--- src/rtl/core/tcal_pkg.sv ---
// Shared types and constants for the two-channel alarm latch with event log.
`timescale 1ns / 1ps
`default_nettype none

package tcal_pkg;

  localparam int LOG_DEPTH = 16;
  localparam int LOG_AW = (LOG_DEPTH > 1) ? $clog2(LOG_DEPTH) : 1;
  localparam int LOG_CW = $clog2(LOG_DEPTH + 1);

  localparam logic [2:0] CMD_UPDATE      = 3'd0;
  localparam logic [2:0] CMD_ACK         = 3'd1;
  localparam logic [2:0] CMD_READ_ACTIVE = 3'd2;
  localparam logic [2:0] CMD_READ_LOG    = 3'd3;
  localparam logic [2:0] CMD_CLEAR_LOG   = 3'd4;

  localparam logic [1:0] LEVEL_NORMAL = 2'd0;
  localparam logic       KIND_TEMP    = 1'b0;
  localparam logic       KIND_VIB     = 1'b1;

  typedef struct packed {
    logic [2:0]  command;
    logic [1:0]  temp_level;
    logic [1:0]  vib_level;
    logic [31:0] now;
    logic [1:0]  sensor_select;
    logic [7:0]  index;
  } in_word_t;

  typedef struct packed {
    logic [1:0]  changed_mask;
    logic [1:0]  active_mask;
    logic        ack_ok;
    logic [1:0]  active_count;
    logic [4:0]  log_count;
    logic        entry_valid;
    logic        entry_kind;
    logic [1:0]  entry_level;
    logic [31:0] entry_start;
    logic [31:0] entry_end;
    logic        entry_acked;
  } out_word_t;

  typedef struct packed {
    logic        vld;
    logic        kind;
    logic [1:0]  level;
    logic        acked;
    logic [31:0] start_time;
    logic [31:0] end_time;
  } log_push_t;

  typedef struct packed {
    logic        valid;
    logic        kind;
    logic [1:0]  level;
    logic [31:0] start_time;
    logic [31:0] end_time;
    logic        acked;
  } entry_t;

endpackage

`default_nettype wire

--- src/rtl/core/two_channel_alarm_latch_with_log_unit.sv ---
// Top level of the two-channel alarm latch with event log.
`timescale 1ns / 1ps
`default_nettype none

// The block takes one command word on the input channel and returns one result
// word on the output channel for every command. Update words carry both channel
// levels and a timestamp; acknowledge, read-active, read-log and clear-log words
// use the select and index fields. A cleared alarm is written to a ring log of
// LOG_DEPTH slots, and an update that clears both channels writes two slots.
// An accepted word is held in an input register; the state update
// and the result are then computed in one pass and captured in the output
// register, which drives out_valid. A new word can be accepted in every
// cycle while in_stall is low.
// While out_stall holds the output word, the input register still takes one
// more word; in_stall rises only while both registers are full and out_stall is high.
// Synchronous reset clears the channel state, the log pointer and count, and
// both valid flags. Log slot contents are not reset; slots past the count are
// never returned.
module two_channel_alarm_latch_with_log_unit (
  input  logic                 clk,
  input  logic                 rst_n,
  input  logic                 in_valid,
  output logic                 in_stall,
  input  tcal_pkg::in_word_t   in_data,
  output logic                 out_valid,
  input  logic                 out_stall,
  output tcal_pkg::out_word_t  out_data
);

  logic                      ir_valid_r, ir_valid_nxt;
  tcal_pkg::in_word_t        ir_data_r;
  logic                      out_valid_r, out_valid_nxt;
  tcal_pkg::out_word_t       out_data_r, result;
  logic                      adv, accept;
  tcal_pkg::log_push_t [1:0] push;
  tcal_pkg::entry_t          chan_entry, log_entry, entry;
  logic [1:0]                changed_mask, active_mask, active_count;
  logic                      ack_ok;
  logic [4:0]                log_count;

  assign adv      = ir_valid_r && (!out_valid_r || !out_stall);
  assign in_stall = ir_valid_r && !adv;
  assign accept   = in_valid && !in_stall;

  tcal_chan u_chan (
    .clk          (clk),
    .rst_n        (rst_n),
    .en           (adv),
    .item         (ir_data_r),
    .push         (push),
    .changed_mask (changed_mask),
    .active_mask  (active_mask),
    .ack_ok       (ack_ok),
    .active_count (active_count),
    .entry        (chan_entry)
  );

  tcal_log u_log (
    .clk       (clk),
    .rst_n     (rst_n),
    .en        (adv),
    .push      (push),
    .clear     (ir_data_r.command == tcal_pkg::CMD_CLEAR_LOG),
    .rd        (ir_data_r.command == tcal_pkg::CMD_READ_LOG),
    .index     (ir_data_r.index),
    .log_count (log_count),
    .entry     (log_entry)
  );

  always_comb begin
    if (ir_data_r.command == tcal_pkg::CMD_READ_ACTIVE) begin
      entry = chan_entry;
    end else begin
      entry = log_entry;
    end
    result.changed_mask = changed_mask;
    result.active_mask  = active_mask;
    result.ack_ok       = ack_ok;
    result.active_count = active_count;
    result.log_count    = log_count;
    result.entry_valid  = entry.valid;
    result.entry_kind   = entry.kind;
    result.entry_level  = entry.level;
    result.entry_start  = entry.start_time;
    result.entry_end    = entry.end_time;
    result.entry_acked  = entry.acked;
  end

  always_comb begin
    if (accept) begin
      ir_valid_nxt = 1'b1;
    end else begin
      ir_valid_nxt = ir_valid_r && !adv;
    end
    if (adv) begin
      out_valid_nxt = 1'b1;
    end else begin
      out_valid_nxt = out_valid_r && out_stall;
    end
  end

  always_ff @(posedge clk) begin
    if (!rst_n) begin
      ir_valid_r  <= 1'b0;
      out_valid_r <= 1'b0;
    end else begin
      ir_valid_r  <= ir_valid_nxt;
      out_valid_r <= out_valid_nxt;
    end
  end

  always_ff @(posedge clk) begin
    if (accept) begin
      ir_data_r <= in_data;
    end
    if (adv) begin
      out_data_r <= result;
    end
  end

  assign out_valid = out_valid_r;
  assign out_data  = out_data_r;

endmodule

`default_nettype wire

--- src/rtl/core/tcal_chan.sv ---
// Alarm channel state for temperature and vibration, with update, acknowledge and read logic.
`timescale 1ns / 1ps
`default_nettype none

module tcal_chan (
  input  logic                          clk,
  input  logic                          rst_n,
  input  logic                          en,
  input  tcal_pkg::in_word_t            item,
  output tcal_pkg::log_push_t [1:0]     push,
  output logic [1:0]                    changed_mask,
  output logic [1:0]                    active_mask,
  output logic                          ack_ok,
  output logic [1:0]                    active_count,
  output tcal_pkg::entry_t              entry
);

  logic [1:0]       raised_r, raised_nxt;
  logic [1:0]       acked_r, acked_nxt;
  logic [1:0][1:0]  level_r, level_nxt;
  logic [1:0][31:0] start_r, start_nxt;
  logic [1:0][1:0]  lvl_in;
  logic             sel;

  always_comb begin
    raised_nxt   = raised_r;
    acked_nxt    = acked_r;
    level_nxt    = level_r;
    start_nxt    = start_r;
    changed_mask = 2'b00;
    ack_ok       = 1'b0;
    push         = '0;
    entry        = '0;
    lvl_in[0]    = item.temp_level;
    lvl_in[1]    = item.vib_level;
    sel          = item.sensor_select[0];
    unique case (item.command)
      tcal_pkg::CMD_UPDATE: begin
        for (int ch = 0; ch < 2; ch++) begin
          if (lvl_in[ch] != tcal_pkg::LEVEL_NORMAL) begin
            if (!raised_r[ch]) begin
              raised_nxt[ch]   = 1'b1;
              level_nxt[ch]    = lvl_in[ch];
              start_nxt[ch]    = item.now;
              acked_nxt[ch]    = 1'b0;
              changed_mask[ch] = 1'b1;
            end else if (lvl_in[ch] > level_r[ch]) begin
              level_nxt[ch]    = lvl_in[ch];
              changed_mask[ch] = 1'b1;
            end
          end else if (raised_r[ch]) begin
            push[ch].vld        = 1'b1;
            push[ch].kind       = 1'(ch);
            push[ch].level      = level_r[ch];
            push[ch].acked      = acked_r[ch];
            push[ch].start_time = start_r[ch];
            push[ch].end_time   = item.now;
            raised_nxt[ch]      = 1'b0;
            level_nxt[ch]       = tcal_pkg::LEVEL_NORMAL;
            changed_mask[ch]    = 1'b1;
          end
        end
      end
      tcal_pkg::CMD_ACK: begin
        if (!item.sensor_select[1] && raised_r[sel] && !acked_r[sel]) begin
          acked_nxt[sel] = 1'b1;
          ack_ok         = 1'b1;
        end
      end
      tcal_pkg::CMD_READ_ACTIVE: begin
        if (item.index == 8'd0 && raised_r[0]) begin
          entry.valid      = 1'b1;
          entry.kind       = tcal_pkg::KIND_TEMP;
          entry.level      = level_r[0];
          entry.start_time = start_r[0];
          entry.acked      = acked_r[0];
        end else if ((item.index == 8'd0 && raised_r == 2'b10) ||
                     (item.index == 8'd1 && raised_r == 2'b11)) begin
          entry.valid      = 1'b1;
          entry.kind       = tcal_pkg::KIND_VIB;
          entry.level      = level_r[1];
          entry.start_time = start_r[1];
          entry.acked      = acked_r[1];
        end
      end
      default: begin
      end
    endcase
    active_mask  = raised_nxt;
    active_count = {1'b0, raised_nxt[0]} + {1'b0, raised_nxt[1]};
  end

  always_ff @(posedge clk) begin
    if (!rst_n) begin
      raised_r <= '0;
      acked_r  <= '0;
      level_r  <= '0;
      start_r  <= '0;
    end else if (en) begin
      raised_r <= raised_nxt;
      acked_r  <= acked_nxt;
      level_r  <= level_nxt;
      start_r  <= start_nxt;
    end
  end

endmodule

`default_nettype wire

--- src/rtl/core/tcal_log.sv ---
// Ring log of cleared alarms with write pointer, saturating count and slot read.
`timescale 1ns / 1ps
`default_nettype none

module tcal_log (
  input  logic                      clk,
  input  logic                      rst_n,
  input  logic                      en,
  input  tcal_pkg::log_push_t [1:0] push,
  input  logic                      clear,
  input  logic                      rd,
  input  logic [7:0]                index,
  output logic [4:0]                log_count,
  output tcal_pkg::entry_t          entry
);

  localparam int AW = tcal_pkg::LOG_AW;
  localparam int CW = tcal_pkg::LOG_CW;
  localparam int DEPTH = tcal_pkg::LOG_DEPTH;

  logic [DEPTH-1:0][31:0] start_r;
  logic [DEPTH-1:0][31:0] end_r;
  logic [DEPTH-1:0][1:0]  level_r;
  logic [DEPTH-1:0]       kind_r;
  logic [DEPTH-1:0]       acked_r;
  logic [AW-1:0]          ptr_r, ptr_nxt;
  logic [CW-1:0]          cnt_r, cnt_nxt, cnt_mid;
  logic [AW-1:0]          addr0, addr1, rd_addr;
  logic                   rd_ok;

  function automatic logic [AW-1:0] ptr_inc(input logic [AW-1:0] p);
    logic [AW-1:0] q;
    if (p == AW'(DEPTH - 1)) begin
      q = '0;
    end else begin
      q = p + AW'(1);
    end
    return q;
  endfunction

  always_comb begin
    addr0   = ptr_r;
    addr1   = push[0].vld ? ptr_inc(ptr_r) : ptr_r;
    cnt_mid = (push[0].vld && cnt_r < CW'(DEPTH)) ? cnt_r + CW'(1) : cnt_r;
    if (clear) begin
      ptr_nxt = '0;
      cnt_nxt = '0;
    end else begin
      ptr_nxt = push[1].vld ? ptr_inc(addr1) : addr1;
      cnt_nxt = (push[1].vld && cnt_mid < CW'(DEPTH)) ? cnt_mid + CW'(1) : cnt_mid;
    end
    log_count = 5'(cnt_nxt);
  end

  always_comb begin
    rd_addr = index[AW-1:0];
    rd_ok   = rd && (9'(index) < 9'(cnt_r));
    entry   = '0;
    if (rd_ok) begin
      entry.valid      = 1'b1;
      entry.kind       = kind_r[rd_addr];
      entry.level      = level_r[rd_addr];
      entry.start_time = start_r[rd_addr];
      entry.end_time   = end_r[rd_addr];
      entry.acked      = acked_r[rd_addr];
    end
  end

  always_ff @(posedge clk) begin
    if (!rst_n) begin
      ptr_r <= '0;
      cnt_r <= '0;
    end else if (en) begin
      ptr_r <= ptr_nxt;
      cnt_r <= cnt_nxt;
    end
  end

  always_ff @(posedge clk) begin
    if (en && push[0].vld) begin
      start_r[addr0] <= push[0].start_time;
      end_r[addr0]   <= push[0].end_time;
      level_r[addr0] <= push[0].level;
      kind_r[addr0]  <= push[0].kind;
      acked_r[addr0] <= push[0].acked;
    end
    if (en && push[1].vld) begin
      start_r[addr1] <= push[1].start_time;
      end_r[addr1]   <= push[1].end_time;
      level_r[addr1] <= push[1].level;
      kind_r[addr1]  <= push[1].kind;
      acked_r[addr1] <= push[1].acked;
    end
  end

endmodule

`default_nettype wire

--- config.mk ---
export PLATFORM = sky130hd
export DESIGN_NAME = two_channel_alarm_latch_with_log_unit
export DESIGN_NICKNAME = d
export VERILOG_FILES = /design/src/rtl/core/tcal_pkg.sv /design/src/rtl/core/two_channel_alarm_latch_with_log_unit.sv /design/src/rtl/core/tcal_chan.sv /design/src/rtl/core/tcal_log.sv
export SDC_FILE = /design/constraint.sdc
export NUM_CORES = 2
export LEC_CHECK = 0
export BUFFER_PORTS_ARGS = -buffer_cell sky130_fd_sc_hd__buf_2
export CORE_ASPECT_RATIO = 0.9
export CORE_MARGIN = 4
export CORE_UTILIZATION = 63
export CTS_CLUSTER_SIZE = 28
export DETAILED_ROUTE_END_ITERATION = 16
export GPL_TIMING_DRIVEN = 1
export PLACE_DENSITY = 0.8
export SLEW_MARGIN = 20
export SYNTH_ARGS = -nofsm -noshare
export SYNTH_HDL_FRONTEND = slang
export SYNTH_SLANG_ARGS = --single-unit
--- constraint.sdc ---
create_clock -name clk -period 6.2 [get_ports clk]
set_clock_uncertainty 0.05 [all_clocks]
set_input_delay 0.93 -clock clk [delete_from_list [all_inputs] [get_ports clk]]
set_output_delay 0.93 -clock clk [all_outputs]
set_load 0.02 [all_outputs]
==> flow_summary_export.csv <==
group,metric,value,unit
run_status,outcome,"complete, no violations",
yosys,syn_inst,5455,
layout,drive_above_1_share,23.5,%
pwr,ir_drop,0.238,mV
worst_setup_path,r2r_start,"u_log.addr0[1]$_SDFFE_PN0N_",
yosys,ys_ff_latch,1301,
worst_setup_path,crit_arrival,4.92,ns
timing,slew_violations,0,
layout,regArea,27300,µm²
worst_setup_path,critPathMaxStageDelay,0.91,ns
clocking,hold_buffers,0,
route,num_vias,43678,
route,ant_nets,0,
clocking,clock-sinks,1301,
route,drc,0,
global_routing,antenna_found_initial,2,
route,drt_iter0_drc,5827,
yosys,synth_area,57000,µm²
timing,layout_min_cycle_time,4.36,ns
worst_setup_path,ff2ff_setup_slack,1.84,ns
route,wl,168000,µm
route,dr.pass1.iters,6,
global_routing,grt_util_all_layers,34.1,%
global_routing,grt_max_degree,123,
layout,final_cell_mix,"dfxtp_1 (1171), nor2_1 (723), a21oi_1 (706), nand2_1 (485), mux2_2 (402)",
die,rows,104,
clocking,clockBufferDepth,3,
placed_design,dp_hpwl,88000,µm
layout,nets,5324,
die,fp.dieW,325,µm
worst_setup_path,crit_required,6.75,ns
layout,final_common_cell,"dfxtp_1",
yosys,ys.flop_type,"dfxtp_1",
yosys,yosysSeqAreaShare,48.0,%
timing,fin_ws,1.84,ns
layout,multi_input_area,27600,µm²
yosys,async_flop_share,0,%
worst_setup_path,worstSetupStartpointType,"flop",
yosys,syn_area_per_cell,10.4,µm²
layout,area_growth,8.60,%
flow_run,cap_viol_max_count,0,
global_routing,grt_pass1_vias,42285,
global_routing,grt_pass1_wl,252000,µm
clocking,cts_resized,0,
global_routing,grt_overflow,0,
placed_design,placement.cell_area,57800,µm²
layout,stdcell_area,61900,µm²
min_path,worstHoldStart,"in_data[26]",
worst_setup_path,worstReg2RegEnd,"u_log.end_r[126]$_DFF_P_",
yosys,synth_cell_type_count,78,
layout,fillerInstances,6131,
worst_setup_path,rr_worst_depth,10,
die,fp.dieH,293,µm
die,io_pins,136,
placed_design,gp_congestion,0.863,
die,start_util,63.6,%
clocking,root_buffer,"clkbuf_16",
timing,rsz0062_at_grt,"false",
die,core_area,89500,µm²
min_path,whs_path_depth,1,
clocking,clkSlewWorstSetupHoldPaths,0.07,ns
timing,finalHoldViolCount,0,
clocking,cts_setup_buffers,0,
placed_design,place_ws,1.83,ns
worst_setup_path,cp_max_fo,21,
worst_setup_path,path_class,"flop to flop",
timing,period_share,70.4,%
min_path,min_to,"ir_data_r[26]$_DFFE_PP_",
clocking,htree_levels,3,
yosys,ys_warn_count,0,
pwr,p_leak,23.4,nW
pwr,powerDensity,267,nW/µm²
clocking,cts_inserted_buffers,120,
worst_setup_path,path_cells,"ha_1 > a31oi_1 > nand3_1 > o21ai_0 > ha_1 > nand3_1 > nor2_4 > a21oi_4 > buf_4 > mux2_2",
timing,finalSetupViolCount,0,
timing,relSlewSlack,19.9,%
route,avgRoutedWirePerCell,25.7,µm
yosys,synth_fp_nets,5524,
timing,tightest_slew,1.20,ns
clocking,cts_tree,"built",
die,fp.dieArea,95300,µm²
route,via_per_inst,6.70,
worst_setup_path,cp_slowest_cell,"a21oi_4",
timing,max_freq,229,MHz
worst_setup_path,cp-end-kind,"flop",
worst_setup_path,crit_buf_inv,1,
placed_design,portBuffers,135,
min_path,hp-class,"primary input to flop",
yosys,synth-edff-count,130,
worst_setup_path,cp_top_family,"compound AO/OA/AOI/OAI gates",
timing,final.setup.tns,0,ns
clocking,clk_latency,0.72,ns
==> worst max-delay path by stage <==
stage,from,endpoint,slack [ns],cells after the start
finish,u_log.addr0[1]$_SDFFE_PN0N_,u_log.end_r[126]$_DFF_P_,1.84,10
global route,u_log.addr0[1]$_SDFFE_PN0N_,u_log.end_r[105]$_DFF_P_,1.72,10
CTS,u_log.addr0[1]$_SDFFE_PN0N_,u_log.end_r[103]$_DFF_P_,1.95,10
detailed placement,out_stall,u_log.end_r[235]$_DFF_P_,1.83,7
global placement,out_stall,u_log.end_r[243]$_DFF_P_,1.90,7
floorplan,out_stall,u_chan.start_r[10]$_SDFFE_PN0P_,0.82,10
==> cell families after synthesis <==
group / share of synthesized area, %
compound gates: 12.9
xor+xnor: 0.138
fa+ha+maj: 0.351
buf+inv: 4.16
flops: 48.0
mux: 24.8
simple gates: 9.65
==> cell type report <==
class	instances	share of cell area, %
repair buffers	204	2.06
clock buffers	179	5.60
inverters	54	0.332
diodes	1	0.00404
well taps	1166	2.36
multi-input cells	3574	44.6
flip-flops and latches	1301	44.2
clock inverters	42	0.843
==> synthesized netlist by cell type, types with 5 or more instances <==
cell / number / area, µm²
a21oi_1: 707 / 3540
clkbuf_1: 432 / 1620
nand3_1: 21 / 105
ha_1: 16 / 200
mux4_2: 340 / 7660
a21boi_0: 65 / 488
or3_1: 11 / 68.8
nand2_1: 491 / 1840
mux2_1: 86 / 968
edfxtp_1: 130 / 3900
a31oi_1: 8 / 50.1
nor3_1: 6 / 30.0
and2_1: 5 / 31.3
mux2_4: 60 / 901
nand2b_1: 5 / 31.3
a22oi_1: 35 / 263
buf_2: 35 / 175
buf_1: 34 / 128
nor2_4: 5 / 56.3
buf_4: 10 / 75.1
mux2i_1: 5 / 50.1
o21ai_0: 291 / 1460
nor2b_1: 43 / 269
nor2_1: 728 / 2730
inv_1: 54 / 203
mux2_2: 402 / 4530
a21o_1: 10 / 75.1
xnor2_1: 8 / 70.1
a211oi_1: 149 / 1120
nand4_1: 5 / 31.3
buf_6: 15 / 169
dfxtp_1: 1171 / 23400
==> per-layer routing <==
layer,up-vias,GRT usage [%],part of all wire (%)
li1,19054,-,-
met4,4,15.1,4.5
met3,583,7.53,12
met2,2739,54.9,46
met5,-,0.395,0.013
met1,21298,44.9,38
==> power by group <==
part           total (mW)  switching [mW]  internal (mW)
Sequential           8.64           0.104           8.54
Combinational       0.406           0.255          0.151
Clock                7.50            3.29           4.21
==> through the flow <==
| stage | power [mW] | utilization, % | cells | hold WS (ns) |
|---|---|---|---|---|
| finish | 16.5 | 69.1 | 6521 | 0.333 |
| global route | 16.9 | 69.1 | 6520 | 0.296 |
| CTS | 16.6 | 69.1 | 6518 | 0.293 |
| detailed placement | 9.23 | 64.6 | 6297 | 0.383 |
| global placement | 9.23 | 64.6 | 6297 | 0.377 |
| floorplan | 9.06 | - | 5455 | 0.368 |
==> sequential cells by signal (all words and copies together) (netlist names) <==
signal           count
u_log.acked_r       16
u_log.kind_r        16
u_chan.raised_r      2
u_log.end_r        512
u_log.cnt_r          5
out_valid            1
out_data            81
u_chan.level_r       4
u_log.start_r      512
u_log.level_r       32
ir_valid_r           1
ir_data_r           49
u_log.addr0          4
u_chan.acked_r       2
u_chan.start_r      64
Power figures use the tool's default switching activity.
